===== config.mk =====
export PLATFORM = sky130hd
export DESIGN_NAME = feather_edge_blend_top
export DESIGN_NICKNAME = d
export VERILOG_FILES = /design/src/hdl/feb_pkg.sv /design/src/hdl/feb_cfg_regs.sv /design/src/hdl/feb_edge_weight.sv /design/src/hdl/feb_channel_mix.sv /design/src/hdl/feather_edge_blend_top.sv
export SDC_FILE = /design/constraint.sdc
export NUM_CORES = 2
export LEC_CHECK = 0
export ABC_AREA = 1
export ABC_CLOCK_PERIOD_IN_PS = 7200
export BUFFER_PORTS_ARGS = -buffer_cell sky130_fd_sc_hd__buf_4
export CORE_ASPECT_RATIO = 1.2
export CORE_MARGIN = 4
export CORE_UTILIZATION = 50
export CTS_CLUSTER_DIAMETER = 150
export DETAILED_ROUTE_END_ITERATION = 6
export PLACE_DENSITY = 0.76
export SLEW_MARGIN = 20
export SYNTH_ARGS = -nofsm -noshare
export SYNTH_HDL_FRONTEND = slang
export SYNTH_HIERARCHICAL = 1
export SYNTH_SLANG_ARGS = --single-unit

===== constraint.sdc =====
create_clock -name clk -period 7.2 [get_ports clk]
set_input_delay 0.72 -clock clk [delete_from_list [all_inputs] [get_ports clk]]
set_output_delay 0.72 -clock clk [all_outputs]
set_load 0.05 [all_outputs]

===== src/hdl/feb_pkg.sv =====
// ----------------------------------------------------------------------------
// feb_pkg
// Types and constants shared by the feather edge blend modules
// ----------------------------------------------------------------------------
`timescale 1ns / 1ps

package feb_pkg;

  localparam int MAX_TILE_SIDE = 4096;

  localparam int POS_W     = 12;
  localparam int SIDE_W    = 13;
  localparam int SDIST_W   = SIDE_W + 1;
  localparam int BWIDTH_W  = 11;
  localparam int Q16_W     = 17;
  localparam int PIX_W     = 8;
  localparam int CH_N      = 3;
  localparam int CFG_IDX_W = 3;
  localparam int CFG_DAT_W = 17;
  localparam int WPROD_W   = POS_W + Q16_W;
  localparam int CPROD_W   = PIX_W + Q16_W;

  localparam logic [Q16_W-1:0]  Q16_ONE  = Q16_W'(65536);
  localparam logic [Q16_W-1:0]  Q16_HALF = Q16_W'(32768);
  localparam logic [SIDE_W-1:0] SIDE_MAX = SIDE_W'(MAX_TILE_SIDE);

  localparam logic [CFG_IDX_W-1:0] REG_TILE_WIDTH  = CFG_IDX_W'(0);
  localparam logic [CFG_IDX_W-1:0] REG_TILE_HEIGHT = CFG_IDX_W'(1);
  localparam logic [CFG_IDX_W-1:0] REG_BLEND_WIDTH = CFG_IDX_W'(2);
  localparam logic [CFG_IDX_W-1:0] REG_BLEND_RECIP = CFG_IDX_W'(3);
  localparam logic [CFG_IDX_W-1:0] REG_COPY_DIRECT = CFG_IDX_W'(4);

  typedef struct packed {
    logic [POS_W-1:0] pos_x;
    logic [POS_W-1:0] pos_y;
    logic [PIX_W-1:0] view_red;
    logic [PIX_W-1:0] view_green;
    logic [PIX_W-1:0] view_blue;
    logic [PIX_W-1:0] canvas_red;
    logic [PIX_W-1:0] canvas_green;
    logic [PIX_W-1:0] canvas_blue;
  } feb_in_t;

  typedef struct packed {
    logic [PIX_W-1:0] out_red;
    logic [PIX_W-1:0] out_green;
    logic [PIX_W-1:0] out_blue;
    logic [Q16_W-1:0] blend_weight;
  } feb_out_t;

  typedef struct packed {
    logic [SIDE_W-1:0]   tile_width;
    logic [SIDE_W-1:0]   tile_height;
    logic [BWIDTH_W-1:0] blend_width;
    logic [Q16_W-1:0]    blend_recip;
    logic                copy_direct;
  } feb_cfg_t;

  typedef struct packed {
    logic [Q16_W-1:0]           weight;
    logic [CH_N-1:0][PIX_W-1:0] view;
    logic [CH_N-1:0][PIX_W-1:0] canvas;
  } feb_wt_t;

endpackage


===== src/hdl/feb_cfg_regs.sv =====
// ----------------------------------------------------------------------------
// feb_cfg_regs
// Configuration register file, written through the cfg channel
// ----------------------------------------------------------------------------
`timescale 1ns / 1ps

module feb_cfg_regs (
  input  logic                          clk,
  input  logic                          rst_n,
  input  logic                          cfg_valid,
  output logic                          cfg_ready,
  input  logic [feb_pkg::CFG_IDX_W-1:0] cfg_index,
  input  logic [feb_pkg::CFG_DAT_W-1:0] cfg_data,
  output feb_pkg::feb_cfg_t             cfg
);
  import feb_pkg::*;

  feb_cfg_t cfg_r;
  feb_cfg_t cfg_nxt;

  assign cfg_ready = 1'b1;
  assign cfg       = cfg_r;

  always_comb begin
    cfg_nxt = cfg_r;
    if (cfg_valid) begin
      case (cfg_index)
        REG_TILE_WIDTH:  cfg_nxt.tile_width  = cfg_data[SIDE_W-1:0];
        REG_TILE_HEIGHT: cfg_nxt.tile_height = cfg_data[SIDE_W-1:0];
        REG_BLEND_WIDTH: cfg_nxt.blend_width = cfg_data[BWIDTH_W-1:0];
        REG_BLEND_RECIP: cfg_nxt.blend_recip = cfg_data[Q16_W-1:0];
        REG_COPY_DIRECT: cfg_nxt.copy_direct = cfg_data[0];
        default:         cfg_nxt = cfg_r;
      endcase
    end
  end

  always_ff @(posedge clk) begin
    if (!rst_n) begin
      cfg_r.tile_width  <= SIDE_W'(1024);
      cfg_r.tile_height <= SIDE_W'(1024);
      cfg_r.blend_width <= BWIDTH_W'(256);
      cfg_r.blend_recip <= Q16_W'(256);
      cfg_r.copy_direct <= 1'b0;
    end else begin
      cfg_r <= cfg_nxt;
    end
  end

endmodule


===== src/hdl/feb_edge_weight.sv =====
// ----------------------------------------------------------------------------
// feb_edge_weight
// Two pipeline stages: edge distance, then ramp weight with saturation
// ----------------------------------------------------------------------------
`timescale 1ns / 1ps

module feb_edge_weight (
  input  logic              clk,
  input  logic              rst_n,
  input  feb_pkg::feb_cfg_t cfg,
  input  logic              in_valid,
  output logic              in_ready,
  input  feb_pkg::feb_in_t  in_data,
  output logic              wt_valid,
  input  logic              wt_ready,
  output feb_pkg::feb_wt_t  wt_data
);
  import feb_pkg::*;

  localparam logic signed [SDIST_W-1:0] ONE_S = SDIST_W'(1);

  logic                       s1_v_r;
  logic [POS_W-1:0]           s1_d_r;
  logic [CH_N-1:0][PIX_W-1:0] s1_view_r;
  logic [CH_N-1:0][PIX_W-1:0] s1_canvas_r;
  logic                       s2_v_r;
  feb_wt_t                    s2_data_r;

  logic                       s1_ready;
  logic                       s2_ready;
  logic [SIDE_W-1:0]          w_side;
  logic [SIDE_W-1:0]          h_side;
  logic signed [SDIST_W-1:0]  dx0, dx1, dy0, dy1, mx, my, dmin;
  logic [POS_W-1:0]           d_nxt;
  logic                       full_w;
  logic [WPROD_W-1:0]         ramp;
  logic [Q16_W-1:0]           weight_nxt;

  assign s2_ready = !s2_v_r || wt_ready;
  assign s1_ready = !s1_v_r || s2_ready;
  assign in_ready = s1_ready;
  assign wt_valid = s2_v_r;
  assign wt_data  = s2_data_r;

  // stage 1: distance to the nearest tile edge
  always_comb begin
    w_side = (cfg.tile_width > SIDE_MAX) ? SIDE_MAX : cfg.tile_width;
    h_side = (cfg.tile_height > SIDE_MAX) ? SIDE_MAX : cfg.tile_height;
    dx0    = $signed({{(SDIST_W-POS_W){1'b0}}, in_data.pos_x});
    dy0    = $signed({{(SDIST_W-POS_W){1'b0}}, in_data.pos_y});
    dx1    = $signed({1'b0, w_side}) - ONE_S - dx0;
    dy1    = $signed({1'b0, h_side}) - ONE_S - dy0;
    mx     = (dx0 < dx1) ? dx0 : dx1;
    my     = (dy0 < dy1) ? dy0 : dy1;
    dmin   = (mx < my) ? mx : my;
    d_nxt  = dmin[SDIST_W-1] ? '0 : dmin[POS_W-1:0];
  end

  // stage 2: ramp weight
  always_comb begin
    full_w = cfg.copy_direct || (cfg.blend_width == '0) ||
             (s1_d_r >= POS_W'(cfg.blend_width));
    ramp   = WPROD_W'(s1_d_r) * WPROD_W'(cfg.blend_recip);
    if (full_w || (ramp > WPROD_W'(Q16_ONE))) begin
      weight_nxt = Q16_ONE;
    end else begin
      weight_nxt = ramp[Q16_W-1:0];
    end
  end

  always_ff @(posedge clk) begin
    if (!rst_n) begin
      s1_v_r <= 1'b0;
      s2_v_r <= 1'b0;
    end else begin
      if (s1_ready) begin
        s1_v_r <= in_valid;
      end
      if (s2_ready) begin
        s2_v_r <= s1_v_r;
      end
    end
  end

  always_ff @(posedge clk) begin
    if (s1_ready && in_valid) begin
      s1_d_r      <= d_nxt;
      s1_view_r   <= {in_data.view_red, in_data.view_green, in_data.view_blue};
      s1_canvas_r <= {in_data.canvas_red, in_data.canvas_green, in_data.canvas_blue};
    end
    if (s2_ready && s1_v_r) begin
      s2_data_r.weight <= weight_nxt;
      s2_data_r.view   <= s1_view_r;
      s2_data_r.canvas <= s1_canvas_r;
    end
  end

endmodule


===== src/hdl/feb_channel_mix.sv =====
// ----------------------------------------------------------------------------
// feb_channel_mix
// Two pipeline stages: per-channel weighted products, then rounded sum
// ----------------------------------------------------------------------------
`timescale 1ns / 1ps

module feb_channel_mix (
  input  logic              clk,
  input  logic              rst_n,
  input  logic              wt_valid,
  output logic              wt_ready,
  input  feb_pkg::feb_wt_t  wt_data,
  output logic              out_valid,
  input  logic              out_ready,
  output feb_pkg::feb_out_t out_data
);
  import feb_pkg::*;

  localparam int SUM_W = CPROD_W + 1;

  logic                         s3_v_r;
  logic [CH_N-1:0][CPROD_W-1:0] s3_pv_r;
  logic [CH_N-1:0][CPROD_W-1:0] s3_pc_r;
  logic [Q16_W-1:0]             s3_w_r;
  logic                         s4_v_r;
  feb_out_t                     s4_data_r;

  logic                         s3_ready;
  logic                         s4_ready;
  logic [Q16_W-1:0]             inv_w;
  logic [CH_N-1:0][CPROD_W-1:0] pv_nxt;
  logic [CH_N-1:0][CPROD_W-1:0] pc_nxt;
  logic [CH_N-1:0][SUM_W-1:0]   sum;
  feb_out_t                     out_nxt;

  assign s4_ready  = !s4_v_r || out_ready;
  assign s3_ready  = !s3_v_r || s4_ready;
  assign wt_ready  = s3_ready;
  assign out_valid = s4_v_r;
  assign out_data  = s4_data_r;

  assign inv_w = Q16_ONE - wt_data.weight;

  always_comb begin
    for (int c = 0; c < CH_N; c++) begin
      pv_nxt[c] = CPROD_W'(wt_data.view[c]) * CPROD_W'(wt_data.weight);
      pc_nxt[c] = CPROD_W'(wt_data.canvas[c]) * CPROD_W'(inv_w);
      sum[c]    = SUM_W'(s3_pv_r[c]) + SUM_W'(s3_pc_r[c]) + SUM_W'(Q16_HALF);
    end
    out_nxt.out_red      = sum[2][16 +: PIX_W];
    out_nxt.out_green    = sum[1][16 +: PIX_W];
    out_nxt.out_blue     = sum[0][16 +: PIX_W];
    out_nxt.blend_weight = s3_w_r;
  end

  always_ff @(posedge clk) begin
    if (!rst_n) begin
      s3_v_r <= 1'b0;
      s4_v_r <= 1'b0;
    end else begin
      if (s3_ready) begin
        s3_v_r <= wt_valid;
      end
      if (s4_ready) begin
        s4_v_r <= s3_v_r;
      end
    end
  end

  always_ff @(posedge clk) begin
    if (s3_ready && wt_valid) begin
      s3_pv_r <= pv_nxt;
      s3_pc_r <= pc_nxt;
      s3_w_r  <= wt_data.weight;
    end
    if (s4_ready && s3_v_r) begin
      s4_data_r <= out_nxt;
    end
  end

endmodule


===== src/hdl/feather_edge_blend_top.sv =====
// ----------------------------------------------------------------------------
// feather_edge_blend_top
// Feather blend of a view tile pixel onto a canvas tile pixel
// ----------------------------------------------------------------------------
// Takes one pixel word per clock and returns one blended word per clock
// while out_ready stays high. A word passes four register stages (edge
// distance, ramp weight, channel products, rounded sum) before its result
// shows on out_valid. Every stage holds its word under backpressure and
// in_ready only drops once all four stages are full. Configuration writes
// take effect on the next cycle and are meant to be made while no pixel is
// in flight.
`timescale 1ns / 1ps

module feather_edge_blend_top (
  input  logic                          clk,
  input  logic                          rst_n,
  input  logic                          in_valid,
  output logic                          in_ready,
  input  feb_pkg::feb_in_t              in_data,
  output logic                          out_valid,
  input  logic                          out_ready,
  output feb_pkg::feb_out_t             out_data,
  input  logic                          cfg_valid,
  output logic                          cfg_ready,
  input  logic [feb_pkg::CFG_IDX_W-1:0] cfg_index,
  input  logic [feb_pkg::CFG_DAT_W-1:0] cfg_data
);
  import feb_pkg::*;

  feb_cfg_t cfg;
  logic     wt_valid;
  logic     wt_ready;
  feb_wt_t  wt_data;

  feb_cfg_regs u_cfg_regs (
    .clk       (clk),
    .rst_n     (rst_n),
    .cfg_valid (cfg_valid),
    .cfg_ready (cfg_ready),
    .cfg_index (cfg_index),
    .cfg_data  (cfg_data),
    .cfg       (cfg)
  );

  feb_edge_weight u_edge_weight (
    .clk      (clk),
    .rst_n    (rst_n),
    .cfg      (cfg),
    .in_valid (in_valid),
    .in_ready (in_ready),
    .in_data  (in_data),
    .wt_valid (wt_valid),
    .wt_ready (wt_ready),
    .wt_data  (wt_data)
  );

  feb_channel_mix u_channel_mix (
    .clk       (clk),
    .rst_n     (rst_n),
    .wt_valid  (wt_valid),
    .wt_ready  (wt_ready),
    .wt_data   (wt_data),
    .out_valid (out_valid),
    .out_ready (out_ready),
    .out_data  (out_data)
  );

endmodule


Word-level counts from Yosys, hierarchy flattened
Index checks and enable logic that the tools add are counted.
{ "word_totals": {"regBits": 386, "word_cells": 90, "out_inout_bits": 44} }
{ "op_classes": {"n_mux": 5, "reduce_logical": 22, "order_cmp": 7, "addsub": 11, "eq_ne": 4, "n_mul": 7} }
{ "ops": {"columns": ["operator", "count"], "rows": [
  ["$mul 8x17->24", 6],
  ["$add 24x16->24 const B", 3],
  ["$add 24x24->24", 3],
  ["$mux 14", 3],
  ["$gt 29x17->1 const B", 1],
  ["$mul 12x17->29", 1],
  ["$lt 13x14->1", 2],
  ["$sub 13x1->14 const B", 2],
  ["$sub 14x13->14", 2],
  ["$gt 13x13->1 const B", 2],
  ["$mux 13", 2],
  ["$sub 17x17->17 const A", 1],
  ["$lt 14x14->1", 1],
  ["$ge 12x11->1", 1],
  ["$logic_not 11->1", 1],
  ["$reduce_and 2->1", 5],
  ["$logic_or 1x1->1", 7],
  ["$eq 3x2->1 const B", 2],
  ["$logic_and 1x1->1", 4],
  ["$logic_not 1->1", 4],
  ["$eq 3x1->1 const B", 1],
  ["$eq 3x3->1 const B", 1],
  ["$logic_not 3->1", 1]
]} }

Logic depth before layout (Yosys ltp)
{ "logic_depth": {"word_depth": 8, "ltp_mapped": 41, "mapped_depth_nobuf": 39} }

Cells and area by module
Netlist, hierarchy kept.
{ "by_module_without_submodules": {"columns": ["mod", "n_inst", "cells_each", "seq_area_each_um2", "area_each_um2"], "rows": [
  ["feb_channel_mix", 1, 4841, 6105.9, 37427.1],
  ["feb_edge_weight", 1, 1775, 3793.6, 14372.5],
  ["feb_cfg_regs", 1, 332, 1101.1, 2338.5]
]} }

Worst setup path after synthesis
Ideal clock, no wire load.
{ "synth_timing": {"kind": "register -> register", "startpoint": "register u_cfg_regs.cfg_r (netlist bit u_cfg_regs/cfg[37])", "endpoint": "register u_edge_weight.s1_d_r[2], data pin", "path_stages_with_launch": 39, "period_less_slack_ns": 5.441, "t_arrival_ns": 5.192, "path_slack_ns": 1.759, "required_time_ns": 6.951, "setup_time_ns": 0.249, "n_path_buf": 2, "cell_sequence": "dfxtp_1 > nor4_1 > nand3_1 > nand2_1 > clkinv_1 > nor2_1 > ha_1 > a21oi_1 > o21ai_0 > a21o_1 > xnor2_1 > ha_1 > nand2_1 > nor2_1 > o21ai_0 > o211ai_1 > a21oi_1 > o21bai_1 > [3 not listed] > nand2_1 > nand2_1 > ha_1 > inv_1 > clkbuf_1 > o21ai_0 > ha_1 > a21oi_1 > nor2_1 > a211oi_1 > o21ai_0 > nand2_1 > nand3_1 > nand2_1 > clkbuf_1 > o21ai_0 > nand2_1 > inv_1"} }
{ "synth_between": {"elab_chain_len": 8} }
{ "synth_rtl": {"columns": ["element", "line", "text"], "rows": [
  ["start: declaration", "feb_cfg_regs.sv:18", "feb_cfg_t cfg_r;"],
  ["start signal: assignment", "feb_cfg_regs.sv:46", "cfg_r <= cfg_nxt;"],
  ["$gt 13x13->1", "feb_edge_weight.sv:48", "h_side = (cfg.tile_height > SIDE_MAX) ? SIDE_MAX : cfg.tile_height;"],
  ["$mux 13 (*)", "feb_edge_weight.sv:48", null],
  ["$sub 13x1->14 (*)", "feb_edge_weight.sv:52", "dy1 = $signed({1'b0, h_side}) - ONE_S - dy0;"],
  ["$sub 14x13->14 (*)", "feb_edge_weight.sv:52", null],
  ["$lt 13x14->1", "feb_edge_weight.sv:54", "my = (dy0 < dy1) ? dy0 : dy1;"],
  ["$mux 14 (*)", "feb_edge_weight.sv:54", null],
  ["$lt 14x14->1", "feb_edge_weight.sv:55", "dmin = (mx < my) ? mx : my;"],
  ["$mux 14 (*)", "feb_edge_weight.sv:55", null],
  ["end signal: assignment", "feb_edge_weight.sv:87", "s1_d_r <= d_nxt;"],
  ["end: declaration", "feb_edge_weight.sv:23", "logic [POS_W-1:0] s1_d_r;"]
]} }
Mark *: on every way between the ends. The rest lies on a longest branch, timed or not.
A chain may end at the register's enable or synchronous reset.

Worst setup path after layout
{ "layout_timing": {"startpoint": "register u_cfg_regs.cfg_r (netlist bit u_cfg_regs/cfg[42])", "endpoint": "register u_edge_weight.s1_d_r[2], data pin"} }
{ "layout_between": {"elab_chain_len": 8} }
{ "layout_rtl": {"columns": ["element", "line", "text"], "rows": [
  ["$gt 13x13->1", "feb_edge_weight.sv:47", "w_side = (cfg.tile_width > SIDE_MAX) ? SIDE_MAX : cfg.tile_width;"],
  ["$mux 13 (*)", "feb_edge_weight.sv:47", null],
  ["$sub 13x1->14 (*)", "feb_edge_weight.sv:51", "dx1 = $signed({1'b0, w_side}) - ONE_S - dx0;"],
  ["$sub 14x13->14 (*)", "feb_edge_weight.sv:51", null],
  ["$lt 13x14->1", "feb_edge_weight.sv:53", "mx = (dx0 < dx1) ? dx0 : dx1;"],
  ["$mux 14 (*)", "feb_edge_weight.sv:53", null],
  ["$lt 14x14->1", "feb_edge_weight.sv:55", null],
  ["$mux 14 (*)", "feb_edge_weight.sv:55", null]
]} }
Marked as above.

==> impl_metrics.tcl <==
set metrics [dict create \
    max-clock-path-buffers 3 \
    synth_cell_types 57 \
    cts_resized 0 \
    clk_latency_ps 620 \
    fin_crit_ps 6250 \
    fmax_ghz 0.1600 \
    drt_iter0_drc 3125 \
    clkTransAtPathRegs_ps 70 \
    cp_max_fo 24 \
    critical-path-max-stage-delay_ps 550 \
    ys_seq_elements 386 \
    drt-total-wl_mm 147.3 \
    nNetsFinal 8258 \
    ant_nets 0 \
    cts_tree "built" \
    power_uw 18750 \
    fin_ws_ps 949.9 \
    placementRows 131 \
    cp-start-kind "flop" \
    core_area_um2 106900 \
    detailed_place_hpwl_mm 117.9 \
    final_common_cell "nand2_1" \
    hold_buffers 0 \
    powerDensity_nw_per_um2 325.3 \
    synth_area_um2 54140 \
    path_class "reg2reg" \
    antenna_found_initial 5 \
    synthCells 6948 \
    yosys.area.top_type "fa_1" \
    fillCellCount 9917 \
    leakage_uw 0.03097 \
    grt.total_usage_pct 26.19 \
    insertedDiodeCount 0 \
    fp.dieH_um 368.5 \
    gp_congestion 0.9731 \
    crit_arrival_ps 6630 \
    status "complete, but fails checks" \
    drv_cap 0 \
    endpoint_kind "flop" \
    die-area_um2 113600 \
    grt_pass1_vias 45540 \
    cts_sinks 386 \
    avgSynthCellArea_um2 7.792 \
    finalCritPeriodShare_pct 86.81 \
    cts_setup_buffers 0 \
    critPathRequiredTime_ps 7580 \
    utilization_pct 53.92 \
    area_growth_pct 6.437 \
    start_util_pct 50.66 \
    yosys-top-cells-area "fa_1 25%, edfxtp_1 18%, nand2_1 12%, ha_1 12%, inv_1 11%" \
    fin_setup_tns_ps 0 \
    fin_worst_skew_ps 31.57 \
    synth_top_area_share_pct 25.37 \
    final_cell_mix "1,782 x nand2_1, 1,518 x inv_1, 704 x nor2_1" \
    crit_slowest_cell "o21ai_0" \
    dr.pass1.iters 7 \
    wl_per_cell_um 17.58 \
    violations "DRC" \
    holdWs_ps 269.5 \
    maxSlewViolCount 0 \
    slew_headroom_pct 29.99 \
    synth-async-reset-ratio_pct 0 \
    ys_seq_area_share_pct 20.32 \
    hold_violations 0 \
    grt_pass1_wl_mm 236.4 \
    grt_start_max_net_pins 84 \
    drive_gt1_share_pct 5.140 \
    peakVddDrop_mv 0.2162 \
    setup_viol 0 \
    synth_nets 8258 \
    path_common_cell "nand2_1" \
    portBuffers 139 \
    yosys_warnings 6 \
    via_count 44510 \
    via_per_inst 5.311 \
    hold_class "in2reg" \
    die_x_um 308.4 \
    dp_slack_ps 966.0 \
    rsz0062_at_grt "false" \
    synth_enable_flop_cells 327 \
    overflow 0 \
    numCtsBuffers 45 \
    cts_max_level 2 \
    cts_root_buf "clkbuf_16" \
    synth_flop_cell "edfxtp_1" \
    post-route-drc-count 1 \
    tightest_slew_ps 1048 \
    pin_count 141 \
]
## kinds of logic after synthesis
kind of cell,Yosys count,share of synthesized area (%)
buf+inv,1765,12.66
xor+xnor,118,1.937
fa+ha+maj,1213,37.55
other cells,1,0.006927
simple gates,2984,22.74
flops,386,20.32
compound gates,481,4.796
## registers in the layout, indices dropped and copies added (netlist names), 17 cells and up
| signal | count |
|---|---|
| u_cfg_regs/cfg | 55 |
| u_channel_mix/s3_pc_r | 72 |
| u_edge_weight/wt_data | 65 |
| u_channel_mix/out_data | 41 |
| u_edge_weight/s1_view_r | 24 |
| u_edge_weight/s1_canvas_r | 24 |
| u_channel_mix/s3_pv_r | 72 |
| u_channel_mix/s3_w_r | 17 |
## synth_stat cells (all sizes together), types with 72 or more instances
master,number
a21oi,258
clkbuf,154
edfxtp,327
fa,686
ha,527
inv,1536
nand2,1805
nand3,253
nand4,89
nor2,746
o21ai,158
xor2,72
## routing by layer
metal	GRT usage [%]	vias to the layer above	routed length, um
li1	-	21090	-
met1	30.71	21380	55700
met2	46.99	1614	74260
met3	3.753	415	9307
met4	12.65	10	7998
met5	0	-	71
## report_power, final
group / total [uW] / switching [uW] / internal [uW]
clock network: 2260 / 1010 / 1260
logic: 12900 / 8380 / 4530
registers: 3570 / 346 / 3230
total: 18700 / 9730 / 9020
## critical path: cells and delay by family (launching register included)
kind            cells  cell delay [ps]
flops               1              320
buf+inv             3              440
fa+ha+maj           4             1390
xor+xnor            1              260
compound gates     10             1990
simple gates       18             1610
## through the flow
step,area [um^2],instances
2_1_floorplan,54140,6948
3_3_place_gp,56180,8297
3_5_place_dp,56180,8297
4_1_cts,57620,8380
5_1_grt,57620,8380
6_report,57620,8380
## path summary, 6_finish.rpt
check                                    from                      endpoint  slack (ps)  cells past startpoint
hold / removal                     in_data[6]  u_edge_weight/s1_canvas_r[6]         270                      1
hold reg to reg   u_edge_weight/s1_view_r[19]     u_edge_weight/wt_data[43]         410                      0
setup / recovery           u_cfg_regs/cfg[42]       u_edge_weight/s1_d_r[2]         950                     36
setup reg to reg           u_cfg_regs/cfg[42]       u_edge_weight/s1_d_r[2]         950                     36
## area by class of cell
cell class	instances	area [um^2]	share of cell area (%)
Multi-Input combinational cell	4797	36310	63.02
Sequential cell	386	11000	19.09
Inverter	1542	5796	10.06
Tap cell	1396	1747	3.031
Timing Repair Buffer	176	1321	2.293
Clock buffer	55	1217	2.113
Clock inverter	28	226.5	0.3930
Power figures use the tool's default switching activity.
